==> config.mk <==
export PLATFORM = sky130hd
export DESIGN_NAME = radix_digit_arithmetic_unit_top
export DESIGN_NICKNAME = d
export VERILOG_FILES = /design/src/rtl/rdau_pkg.sv /design/src/rtl/radix_digit_arithmetic_unit_top.sv /design/src/rtl/rdau_opnd_conv.sv
export SDC_FILE = /design/constraint.sdc
export NUM_CORES = 2
export LEC_CHECK = 0
export BUFFER_PORTS_ARGS = -buffer_cell sky130_fd_sc_hd__buf_2
export CAP_MARGIN = 40
export CORE_UTILIZATION = 58
export CTS_CLUSTER_SIZE = 16
export DETAILED_ROUTE_END_ITERATION = 6
export GPL_TIMING_DRIVEN = 0
export HOLD_SLACK_MARGIN = 0.12
export PLACE_DENSITY = 0.79
export SYNTH_ARGS = -nofsm -noshare
export SYNTH_HDL_FRONTEND = slang
export SYNTH_SLANG_ARGS = --single-unit
==> constraint.sdc <==
create_clock -name clk -period 5.8 [get_ports clk]
set_clock_uncertainty 0.15 [all_clocks]
set_input_delay 0.29 -clock clk [delete_from_list [all_inputs] [get_ports clk]]
set_output_delay 0.29 -clock clk [all_outputs]
set_load 0.02 [all_outputs]
==> src/rtl/rdau_pkg.sv <==
// Shared constants, codes and state types of the radix digit arithmetic unit.
package rdau_pkg;

	localparam int IN_DIGITS  = 9;
	localparam int OUT_DIGITS = 18;
	localparam int OPND_W     = 30;
	localparam int VAL_W      = 30;
	localparam int RES_W      = 60;
	localparam int DIGIT_W    = 4;
	localparam int BCD_W      = IN_DIGITS * DIGIT_W;
	localparam int DIG_W      = OUT_DIGITS * DIGIT_W;
	localparam int SHORT_BITS = VAL_W + 1;

	localparam logic [3:0] BASE_RESET = 4'd10;
	localparam logic [3:0] BASE_MIN   = 4'd2;
	localparam logic [3:0] BASE_MAX   = 4'd10;

	localparam logic [2:0] ACT_ADD = 3'd0;
	localparam logic [2:0] ACT_SUB = 3'd1;
	localparam logic [2:0] ACT_DIV = 3'd2;
	localparam logic [2:0] ACT_MOD = 3'd3;
	localparam logic [2:0] ACT_MUL = 3'd4;

	typedef enum logic [1:0] {
		OP_IDLE,
		OP_DABBLE,
		OP_HORNER
	} opc_state_t;

	typedef enum logic [2:0] {
		ST_IDLE,
		ST_LOAD,
		ST_ALU,
		ST_SETUP,
		ST_CONV,
		ST_PACK,
		ST_FINISH
	} rdau_state_t;

endpackage

==> src/rtl/radix_digit_arithmetic_unit_top.sv <==
// Top level: operand conversion, arithmetic (serial divide/multiply) and base-b result formatting.
//
// Channel   Ports                                          Transfer
// config    cfg_we, cfg_wdata                              edge with cfg_we high
// command   start, busy, operand_a, operand_b, action      edge with start high, busy low
// result    done, result_digits, negative_flag,            edge ending the done cycle
//           divide_by_zero, overflow_flag
//
// Accept to done: the operands pass the converters (30 BCD shifts plus 9 Horner steps),
// then the one-bit-a-cycle divide/multiply (not for add/subtract), the base-b shift and
// the decimal packing; a result forced to zero skips every step after the converters.
// busy is low again in the cycle done is shown. Reset puts number_base at ten and
// the controller at idle. The receiver cannot stall; each result shows for one cycle.
module radix_digit_arithmetic_unit_top
	import rdau_pkg::*;
(
	input  logic              clk,
	input  logic              arst_n,
	input  logic              cfg_we,
	input  logic [3:0]        cfg_wdata,
	input  logic              start,
	output logic              busy,
	input  logic [OPND_W-1:0] operand_a,
	input  logic [OPND_W-1:0] operand_b,
	input  logic [2:0]        action,
	output logic              done,
	output logic [RES_W-1:0]  result_digits,
	output logic              negative_flag,
	output logic              divide_by_zero,
	output logic              overflow_flag
);

	localparam int CNT_W = $clog2(RES_W + 1);

	rdau_state_t       state_q, state_d;
	logic [3:0]        number_base_q;
	logic [3:0]        base_q, base_eff;
	logic [2:0]        act_q;
	logic [CNT_W-1:0]  cnt_q;
	logic [RES_W-1:0]  work_q;
	logic [VAL_W-1:0]  rem_q;
	logic [DIG_W-1:0]  dig_q;
	logic              zero_q, neg_q, dz_q, ovf_q;
	logic [RES_W-1:0]  result_q;
	logic              neg_out_q, dz_out_q, ovf_out_q, done_q;

	logic              conv_start;
	logic [VAL_W-1:0]  a_val, c_val;
	logic              a_done, c_done;
	logic              sub_neg, div_zero, is_mul;
	logic              alu_last, conv_last, pack_last;
	rdau_state_t       load_dest;

	// divide / multiply step
	logic [VAL_W:0]    mul_sum, div_trial;
	logic              div_ge;

	// base-b doubling step
	logic [OUT_DIGITS-1:0] dg_gen, dg_prop, dg_x;
	logic [OUT_DIGITS:0]   dg_sum, dg_carry;
	logic [DIG_W-1:0]      dig_next;
	logic [4:0]            dbl;

	// decimal packing step
	logic [3:0]        pack_digit;
	logic [RES_W-1:0]  pack_acc;

	always_comb begin
		priority if (number_base_q < BASE_MIN) base_eff = BASE_MIN;
		else if (number_base_q > BASE_MAX)     base_eff = BASE_MAX;
		else                                   base_eff = number_base_q;
	end

	rdau_opnd_conv u_conv_a (
		.clk     (clk),
		.arst_n  (arst_n),
		.start   (conv_start),
		.operand (operand_a),
		.base    (base_eff),
		.value   (a_val),
		.done    (a_done)
	);

	rdau_opnd_conv u_conv_b (
		.clk     (clk),
		.arst_n  (arst_n),
		.start   (conv_start),
		.operand (operand_b),
		.base    (base_eff),
		.value   (c_val),
		.done    (c_done)
	);

	assign sub_neg  = (a_val < c_val);
	assign div_zero = (c_val == '0);
	assign is_mul   = (act_q == ACT_MUL);

	assign alu_last  = (cnt_q == CNT_W'(VAL_W - 1));
	assign conv_last = is_mul ? (cnt_q == CNT_W'(RES_W - 1)) : (cnt_q == CNT_W'(SHORT_BITS - 1));
	assign pack_last = (cnt_q == CNT_W'(OUT_DIGITS - 1));

	always_comb begin
		unique case (act_q)
			ACT_ADD:          load_dest = ST_SETUP;
			ACT_SUB:          load_dest = sub_neg ? ST_FINISH : ST_SETUP;
			ACT_DIV, ACT_MOD: load_dest = div_zero ? ST_FINISH : ST_ALU;
			ACT_MUL:          load_dest = ST_ALU;
			default:          load_dest = ST_FINISH;
		endcase
	end

	always_comb begin
		state_d = state_q;
		unique case (state_q)
			ST_IDLE:   if (start) state_d = ST_LOAD;
			ST_LOAD:   if (a_done && c_done) state_d = load_dest;
			ST_ALU:    if (alu_last) state_d = ST_SETUP;
			ST_SETUP:  state_d = ST_CONV;
			ST_CONV:   if (conv_last) state_d = ST_PACK;
			ST_PACK:   if (pack_last) state_d = ST_FINISH;
			ST_FINISH: state_d = ST_IDLE;
			default:   state_d = ST_IDLE;
		endcase
	end

	always_comb begin
		busy       = (state_q != ST_IDLE);
		conv_start = (state_q == ST_IDLE) && start;
	end

	// shift-add multiply and restoring divide share work_q
	assign mul_sum   = {1'b0, work_q[RES_W-1:VAL_W]} + (work_q[0] ? {1'b0, c_val} : '0);
	assign div_trial = {rem_q, work_q[VAL_W-1]};
	assign div_ge    = (div_trial >= {1'b0, c_val});

	// base-b digits times two plus the incoming bit; carries via generate/propagate add
	always_comb begin
		for (int i = 0; i < OUT_DIGITS; i++) begin
			dbl        = {dig_q[i*DIGIT_W +: DIGIT_W], 1'b0};
			dg_gen[i]  = (dbl >= {1'b0, base_q});
			dg_prop[i] = ({dbl[4:1], 1'b1} == {1'b0, base_q});
		end
		dg_x     = dg_gen | dg_prop;
		dg_sum   = {1'b0, dg_x} + {1'b0, dg_gen} + (OUT_DIGITS+1)'(work_q[RES_W-1]);
		dg_carry = dg_sum ^ {1'b0, dg_x} ^ {1'b0, dg_gen};
		for (int i = 0; i < OUT_DIGITS; i++) begin
			dbl = 5'({dig_q[i*DIGIT_W +: DIGIT_W], 1'b0}) + 5'(dg_carry[i])
				- (dg_carry[i+1] ? {1'b0, base_q} : 5'd0);
			dig_next[i*DIGIT_W +: DIGIT_W] = dbl[3:0];
		end
	end

	assign pack_digit = ovf_q ? (base_q - 4'd1) : dig_q[DIG_W-1 -: DIGIT_W];
	assign pack_acc   = {work_q[RES_W-4:0], 3'b000} + {work_q[RES_W-2:0], 1'b0}
		+ RES_W'(pack_digit);

	always_ff @(posedge clk or negedge arst_n) begin
		if (!arst_n) begin
			state_q       <= ST_IDLE;
			number_base_q <= BASE_RESET;
			cnt_q         <= '0;
			done_q        <= 1'b0;
		end else begin
			state_q <= state_d;
			done_q  <= (state_q == ST_FINISH);
			if (cfg_we)
				number_base_q <= cfg_wdata;
			if (state_q == ST_ALU || state_q == ST_CONV || state_q == ST_PACK) begin
				if ((state_q == ST_ALU && alu_last) || (state_q == ST_CONV && conv_last)
					|| (state_q == ST_PACK && pack_last))
					cnt_q <= '0;
				else
					cnt_q <= cnt_q + 1'b1;
			end else begin
				cnt_q <= '0;
			end
		end
	end

	always_ff @(posedge clk) begin
		unique case (state_q)
			ST_IDLE: begin
				if (start) begin
					act_q  <= action;
					base_q <= base_eff;
					zero_q <= 1'b0;
					neg_q  <= 1'b0;
					dz_q   <= 1'b0;
					ovf_q  <= 1'b0;
				end
			end
			ST_LOAD: begin
				if (a_done && c_done) begin
					unique case (act_q)
						ACT_ADD: work_q <= RES_W'(SHORT_BITS'(a_val) + SHORT_BITS'(c_val));
						ACT_SUB: begin
							neg_q  <= sub_neg;
							zero_q <= sub_neg;
							work_q <= RES_W'(a_val - c_val);
						end
						ACT_DIV, ACT_MOD: begin
							dz_q   <= div_zero;
							zero_q <= div_zero;
							work_q <= RES_W'(a_val);
							rem_q  <= '0;
						end
						ACT_MUL: work_q <= RES_W'(a_val);
						default: zero_q <= 1'b1;
					endcase
				end
			end
			ST_ALU: begin
				if (is_mul) begin
					work_q <= {mul_sum, work_q[VAL_W-1:1]};
				end else begin
					rem_q <= div_ge ? VAL_W'(div_trial - {1'b0, c_val}) : div_trial[VAL_W-1:0];
					work_q[VAL_W-1:0] <= {work_q[VAL_W-2:0], div_ge};
				end
			end
			ST_SETUP: begin
				dig_q <= '0;
				ovf_q <= 1'b0;
				// short results go out MSB first from the top of the shifter
				if (!is_mul) begin
					if (act_q == ACT_MOD)
						work_q <= {1'b0, rem_q, {(RES_W-SHORT_BITS){1'b0}}};
					else
						work_q <= {work_q[SHORT_BITS-1:0], {(RES_W-SHORT_BITS){1'b0}}};
				end
			end
			ST_CONV: begin
				dig_q <= dig_next;
				ovf_q <= ovf_q | dg_carry[OUT_DIGITS];
				if (conv_last)
					work_q <= '0;
				else
					work_q <= {work_q[RES_W-2:0], 1'b0};
			end
			ST_PACK: begin
				work_q <= pack_acc;
				dig_q  <= {dig_q[DIG_W-DIGIT_W-1:0], {DIGIT_W{1'b0}}};
			end
			ST_FINISH: begin
				result_q  <= zero_q ? '0 : work_q;
				neg_out_q <= neg_q;
				dz_out_q  <= dz_q;
				ovf_out_q <= ovf_q && !zero_q;
			end
			default: ;
		endcase
	end

	assign done           = done_q;
	assign result_digits  = result_q;
	assign negative_flag  = neg_out_q;
	assign divide_by_zero = dz_out_q;
	assign overflow_flag  = ovf_out_q;

	a_done_from_finish: assert property (@(posedge clk) disable iff (!arst_n)
		done |-> $past(state_q) == ST_FINISH)
		else $error("result strobe without a finish cycle");

	a_busy_after_start: assert property (@(posedge clk) disable iff (!arst_n)
		start && !busy |=> busy && !done)
		else $error("accepted command did not make the unit busy");

	a_flags_exclusive: assert property (@(posedge clk) disable iff (!arst_n)
		done |-> $countones({negative_flag, divide_by_zero, overflow_flag}) <= 1)
		else $error("more than one result flag set");

	a_forced_zero: assert property (@(posedge clk) disable iff (!arst_n)
		done && (negative_flag || divide_by_zero) |-> result_digits == '0)
		else $error("flagged result is not zero");

endmodule

==> src/rtl/rdau_opnd_conv.sv <==
// Operand converter: binary operand to BCD digits bit-serially, then base-b Horner sum.
module rdau_opnd_conv
	import rdau_pkg::*;
(
	input  logic              clk,
	input  logic              arst_n,
	input  logic              start,
	input  logic [OPND_W-1:0] operand,
	input  logic [3:0]        base,
	output logic [VAL_W-1:0]  value,
	output logic              done
);

	localparam int CNT_W = $clog2(OPND_W);

	opc_state_t        state_q, state_d;
	logic [CNT_W-1:0]  cnt_q;
	logic [OPND_W-1:0] sh_q;
	logic [BCD_W-1:0]  bcd_q;
	logic [VAL_W-1:0]  val_q;
	logic              done_q;

	logic              dabble_en, horner_en, dabble_last, horner_last;
	logic [BCD_W-1:0]  bcd_adj;
	logic [VAL_W+3:0]  horner_sum;

	assign dabble_last = (cnt_q == CNT_W'(OPND_W - 1));
	assign horner_last = (cnt_q == CNT_W'(IN_DIGITS - 1));

	always_comb begin
		state_d = state_q;
		unique case (state_q)
			OP_IDLE:   if (start) state_d = OP_DABBLE;
			OP_DABBLE: if (dabble_last) state_d = OP_HORNER;
			OP_HORNER: if (horner_last) state_d = OP_IDLE;
			default:   state_d = OP_IDLE;
		endcase
	end

	always_comb begin
		dabble_en = (state_q == OP_DABBLE);
		horner_en = (state_q == OP_HORNER);
	end

	// add-3 on every digit of five or more before the shift
	always_comb begin
		for (int i = 0; i < IN_DIGITS; i++) begin
			if (bcd_q[i*DIGIT_W +: DIGIT_W] >= 4'd5)
				bcd_adj[i*DIGIT_W +: DIGIT_W] = bcd_q[i*DIGIT_W +: DIGIT_W] + 4'd3;
			else
				bcd_adj[i*DIGIT_W +: DIGIT_W] = bcd_q[i*DIGIT_W +: DIGIT_W];
		end
	end

	assign horner_sum = (VAL_W+4)'(val_q) * (VAL_W+4)'(base)
		+ (VAL_W+4)'(bcd_q[BCD_W-1 -: DIGIT_W]);

	always_ff @(posedge clk or negedge arst_n) begin
		if (!arst_n) begin
			state_q <= OP_IDLE;
			cnt_q   <= '0;
			done_q  <= 1'b0;
		end else begin
			state_q <= state_d;
			done_q  <= horner_en && horner_last;
			if (state_q == OP_IDLE || (dabble_en && dabble_last) || horner_en && horner_last)
				cnt_q <= '0;
			else
				cnt_q <= cnt_q + 1'b1;
		end
	end

	always_ff @(posedge clk) begin
		if (state_q == OP_IDLE && start) begin
			sh_q  <= operand;
			bcd_q <= '0;
			val_q <= '0;
		end else if (dabble_en) begin
			// digits above the ninth fall off the top
			bcd_q <= {bcd_adj[BCD_W-2:0], sh_q[OPND_W-1]};
			sh_q  <= {sh_q[OPND_W-2:0], 1'b0};
		end else if (horner_en) begin
			val_q <= horner_sum[VAL_W-1:0];
			bcd_q <= {bcd_q[BCD_W-DIGIT_W-1:0], {DIGIT_W{1'b0}}};
		end
	end

	assign value = val_q;
	assign done  = done_q;

endmodule
==> results_dict.tcl <==
set metrics [dict create \
    outcome "finished with violations" \
    failed_checks "DRC" \
    clock_path_buffers 3 \
    yosys.area.top_type_share_pct 20.7 \
    grt_usage_pct 34.6 \
    cts-root-buf "clkbuf_16" \
    initial_utilization_pct 58.7 \
    drc 40 \
    fp.coreArea_sq_um 73100 \
    die_x_um 274 \
    path_clk_slew_ps 60 \
    viasPerCell 6.29 \
    nets 5909 \
    max_freq_ghz 0.179 \
    avgSynthCellArea_sq_um 8.76 \
    multi_input_area_sq_um 28600 \
    clock-sinks 458 \
    dp_hpwl_um 98900 \
    rows 99 \
    stdcell_area_sq_um 48000 \
    ys_top_cells_by_area "edfxtp_1 21%, ha_1 15%, fa_1 6.3%" \
    cp_max_fo 10 \
    yosys_register_bits 458 \
    drv_slew 0 \
    io_pins 136 \
    overflow 0 \
    drtIter0Drc 3926 \
    synth_top_area_cell "edfxtp_1" \
    start_kind "flip-flop" \
    yosys_warnings 0 \
    crit_required_ps 6220 \
    worst_ep_arrival_time_ps 6020 \
    maxCapViolations 0 \
    finalCritPeriodShare_pct 96.4 \
    synth.cell_area_sq_um 42900 \
    fillCellCount 5964 \
    h-tree-depth 2 \
    worst_pin_slew_ps 893 \
    wirelength_um 132000 \
    cts_buffers 55 \
    synth_cell_types 92 \
    dp_slack_ps -1420 \
    port-buffer-count 135 \
    hold_violations 0 \
    syn2layout_area_growth_pct 12.0 \
    sequential_cell_area_sq_um 12300 \
    antenna_found_initial 6 \
    async_flop_share_pct 6.55 \
    wl_per_cell_um 21.3 \
    clock_latency_ps 640 \
    die_y_um 274 \
    ant_nets 0 \
    yosysSeqAreaShare_pct 28.7 \
    crit_type "flip-flop to flip-flop" \
    dieArea_sq_um 75000 \
    gp_congestion 1.02 \
    cts_tree "built" \
    grt_pass1_wl_um 205000 \
    synthCells 4894 \
    grt_max_degree 59 \
    grt_pass1_vias 37100 \
    vias 39000 \
    ys.flop_type "edfxtp_1" \
    hp-class "primary input to flip-flop" \
    n_antenna_cell 0 \
    drive_gt1_share_pct 7.52 \
    post_dp_cell_area_sq_um 45000 \
    firstDrtPassIters 7 \
    synth_edf_count 296 \
    setup_violations 0 \
    crit_path_end_kind "flip-flop" \
    slew_headroom_pct 40.3 \
    synthesis.nets 5609 \
    period_needed_ps 5590 \
    setup_slack_ps 208 \
]
-- path summary, 6_finish.rpt --
kind / start / end / slack, ps / cells after the start
max in group asynchronous: arst_n / u_conv_b.done$_DFF_PN0_ / 3970 / 4
min reg2reg: u_conv_b.bcd_q[3]$_SDFFE_PP0P_ / u_conv_b.bcd_q[3]$_SDFFE_PP0P_ / 340 / 2
min in group asynchronous: arst_n / cnt_q[0]$_DFF_PN0_ / 580 / 4
max: number_base_q[3]$_DFFE_PN1P_ / u_conv_b.value[24]$_SDFFE_PP0P_ / 210 / 19
min: action[2] / act_q[2]$_DFFE_PP_ / 230 / 2
max reg2reg: number_base_q[3]$_DFFE_PN1P_ / u_conv_b.value[24]$_SDFFE_PP0P_ / 210 / 19
-- repair_timing --
action | 4_1_cts | 5_1_grt
gates cloned | 0 | 0
endpoints found under the setup margin | 143 | 57
gates resized for setup | 45 | 42
hold buffers | 75 | 0
pin swaps | 8 | 12
endpoints found under the hold margin | 99 | 0
setup buffers | 13 | 10
-- layout make-up --
| class | count | area share (%) |
|---|---|---|
| Multi-Input combinational cell | 3866 | 59.6 |
| Sequential cell | 458 | 25.6 |
| Timing Repair Buffer | 247 | 3.83 |
| Clock buffer | 73 | 3.10 |
| Inverter | 342 | 2.69 |
| Tap cell | 959 | 2.50 |
| Buffer | 224 | 1.92 |
| Clock inverter | 30 | 0.802 |
-- cells by family after synthesis --
| kind of cell | synth area share, % |
|---|---|
| buffers and inverters | 5.05 |
| XOR/XNOR | 4.84 |
| flip-flops | 28.7 |
| AND/OR/NAND/NOR | 16.4 |
| adder cells (fa/ha/maj) | 21.1 |
| AO/OA/AOI/OAI | 20.4 |
| multiplexers | 3.58 |
-- synth_stat cells, types with 67 or more instances --
library cell	number
edfxtp_1	296
nor2b_1	96
xnor2_1	174
mux2i_1	115
o21ai_0	257
clkbuf_1	204
ha_1	510
dfxtp_1	132
nand2_1	594
nor2_1	386
nand3_1	84
a21oi_1	351
and2_1	95
a211oi_1	80
fa_1	134
a221oi_1	67
inv_1	341
a21o_1	120
-- worst max-delay path, cell delays in order, from the launching register on --
cell and delay [ps]:
dfstp_2 600, clkbuf_4 290, clkbuf_2 290, nand2_1 110
fa_1 620, fa_1 470, fa_1 540, inv_1 70
ha_4 300, o21a_1 190, a211oi_2 100, or4_1 520
a21boi_2 170, o41a_1 200, a41oi_2 160, buf_4 180
o21ai_0 190, xor2_1 190, mux2i_1 90, nor2_1 100
-- state kept, by name, indices dropped and copies added, names as in the netlist, 30 cells and up --
| name | cells |
|---|---|
| u_conv_b.sh_q | 30 |
| u_conv_a.bcd_q | 36 |
| u_conv_a.value | 30 |
| rem_q | 30 |
| u_conv_a.sh_q | 30 |
| result_digits | 60 |
| u_conv_b.bcd_q | 36 |
| u_conv_b.value | 30 |
| work_q | 60 |
| dig_q | 72 |
-- stage by stage --
| stage | hold WS [ps] | utilization [%] | instances | TNS, ps |
|---|---|---|---|---|
| 6_report | 232 | 65.7 | 6199 | 0 |
| 5_1_grt | 254 | 65.7 | 6199 | -7.30 |
| 4_1_cts | 216 | 65.5 | 6191 | 0 |
| 3_5_place_dp | 71.9 | 61.6 | 6001 | -79300 |
| 3_3_place_gp | 307 | 61.2 | 5988 | -70930 |
| 2_1_floorplan | -156 | - | 4894 | 0 |
-- placed cells by master (no fill, tap or decap), types with 34 or more instances in the layout --
master         synthesis  final
a31oi_1               39     38
nand4_1               36     36
a211oi_1              80     78
xor2_1                63     63
a21o_1               120    120
mux2_2                34     34
ha_1                 510    509
a21oi_1              351    345
o21ai_0              257    252
nand2b_1              59     57
dfxtp_1              132    132
nor3_1                43     42
nand3_1               84     84
nand2_1              594    594
xnor2_1              174    174
a221oi_1              67     67
inv_1                341    339
nor2b_1               96     94
fa_1                 134    134
o211ai_1              34     34
o21bai_1              47     45
o21a_1                36     36
buf_2                  9    144
clkbuf_16              0     55
mux2i_1              115    115
clkbuf_1             204    194
nor2_1               386    385
and2_1                95     95
dlygate4sd3_1          0     75
edfxtp_1             296    296
-- per-layer routing --
layer  GRT usage, %  share of wire, %  vias to the layer above
met3           5.90               9.4                      347
met5              0             0.030                        -
met4           16.6               5.0                        6
li1               -                 -                    18200
met2           53.1                44                     1807
met1           47.3                42                    18700
Power is left out: the tool's default activity adds up to more than one toggle a clock period on the data nets, which glitch-free logic cannot reach.
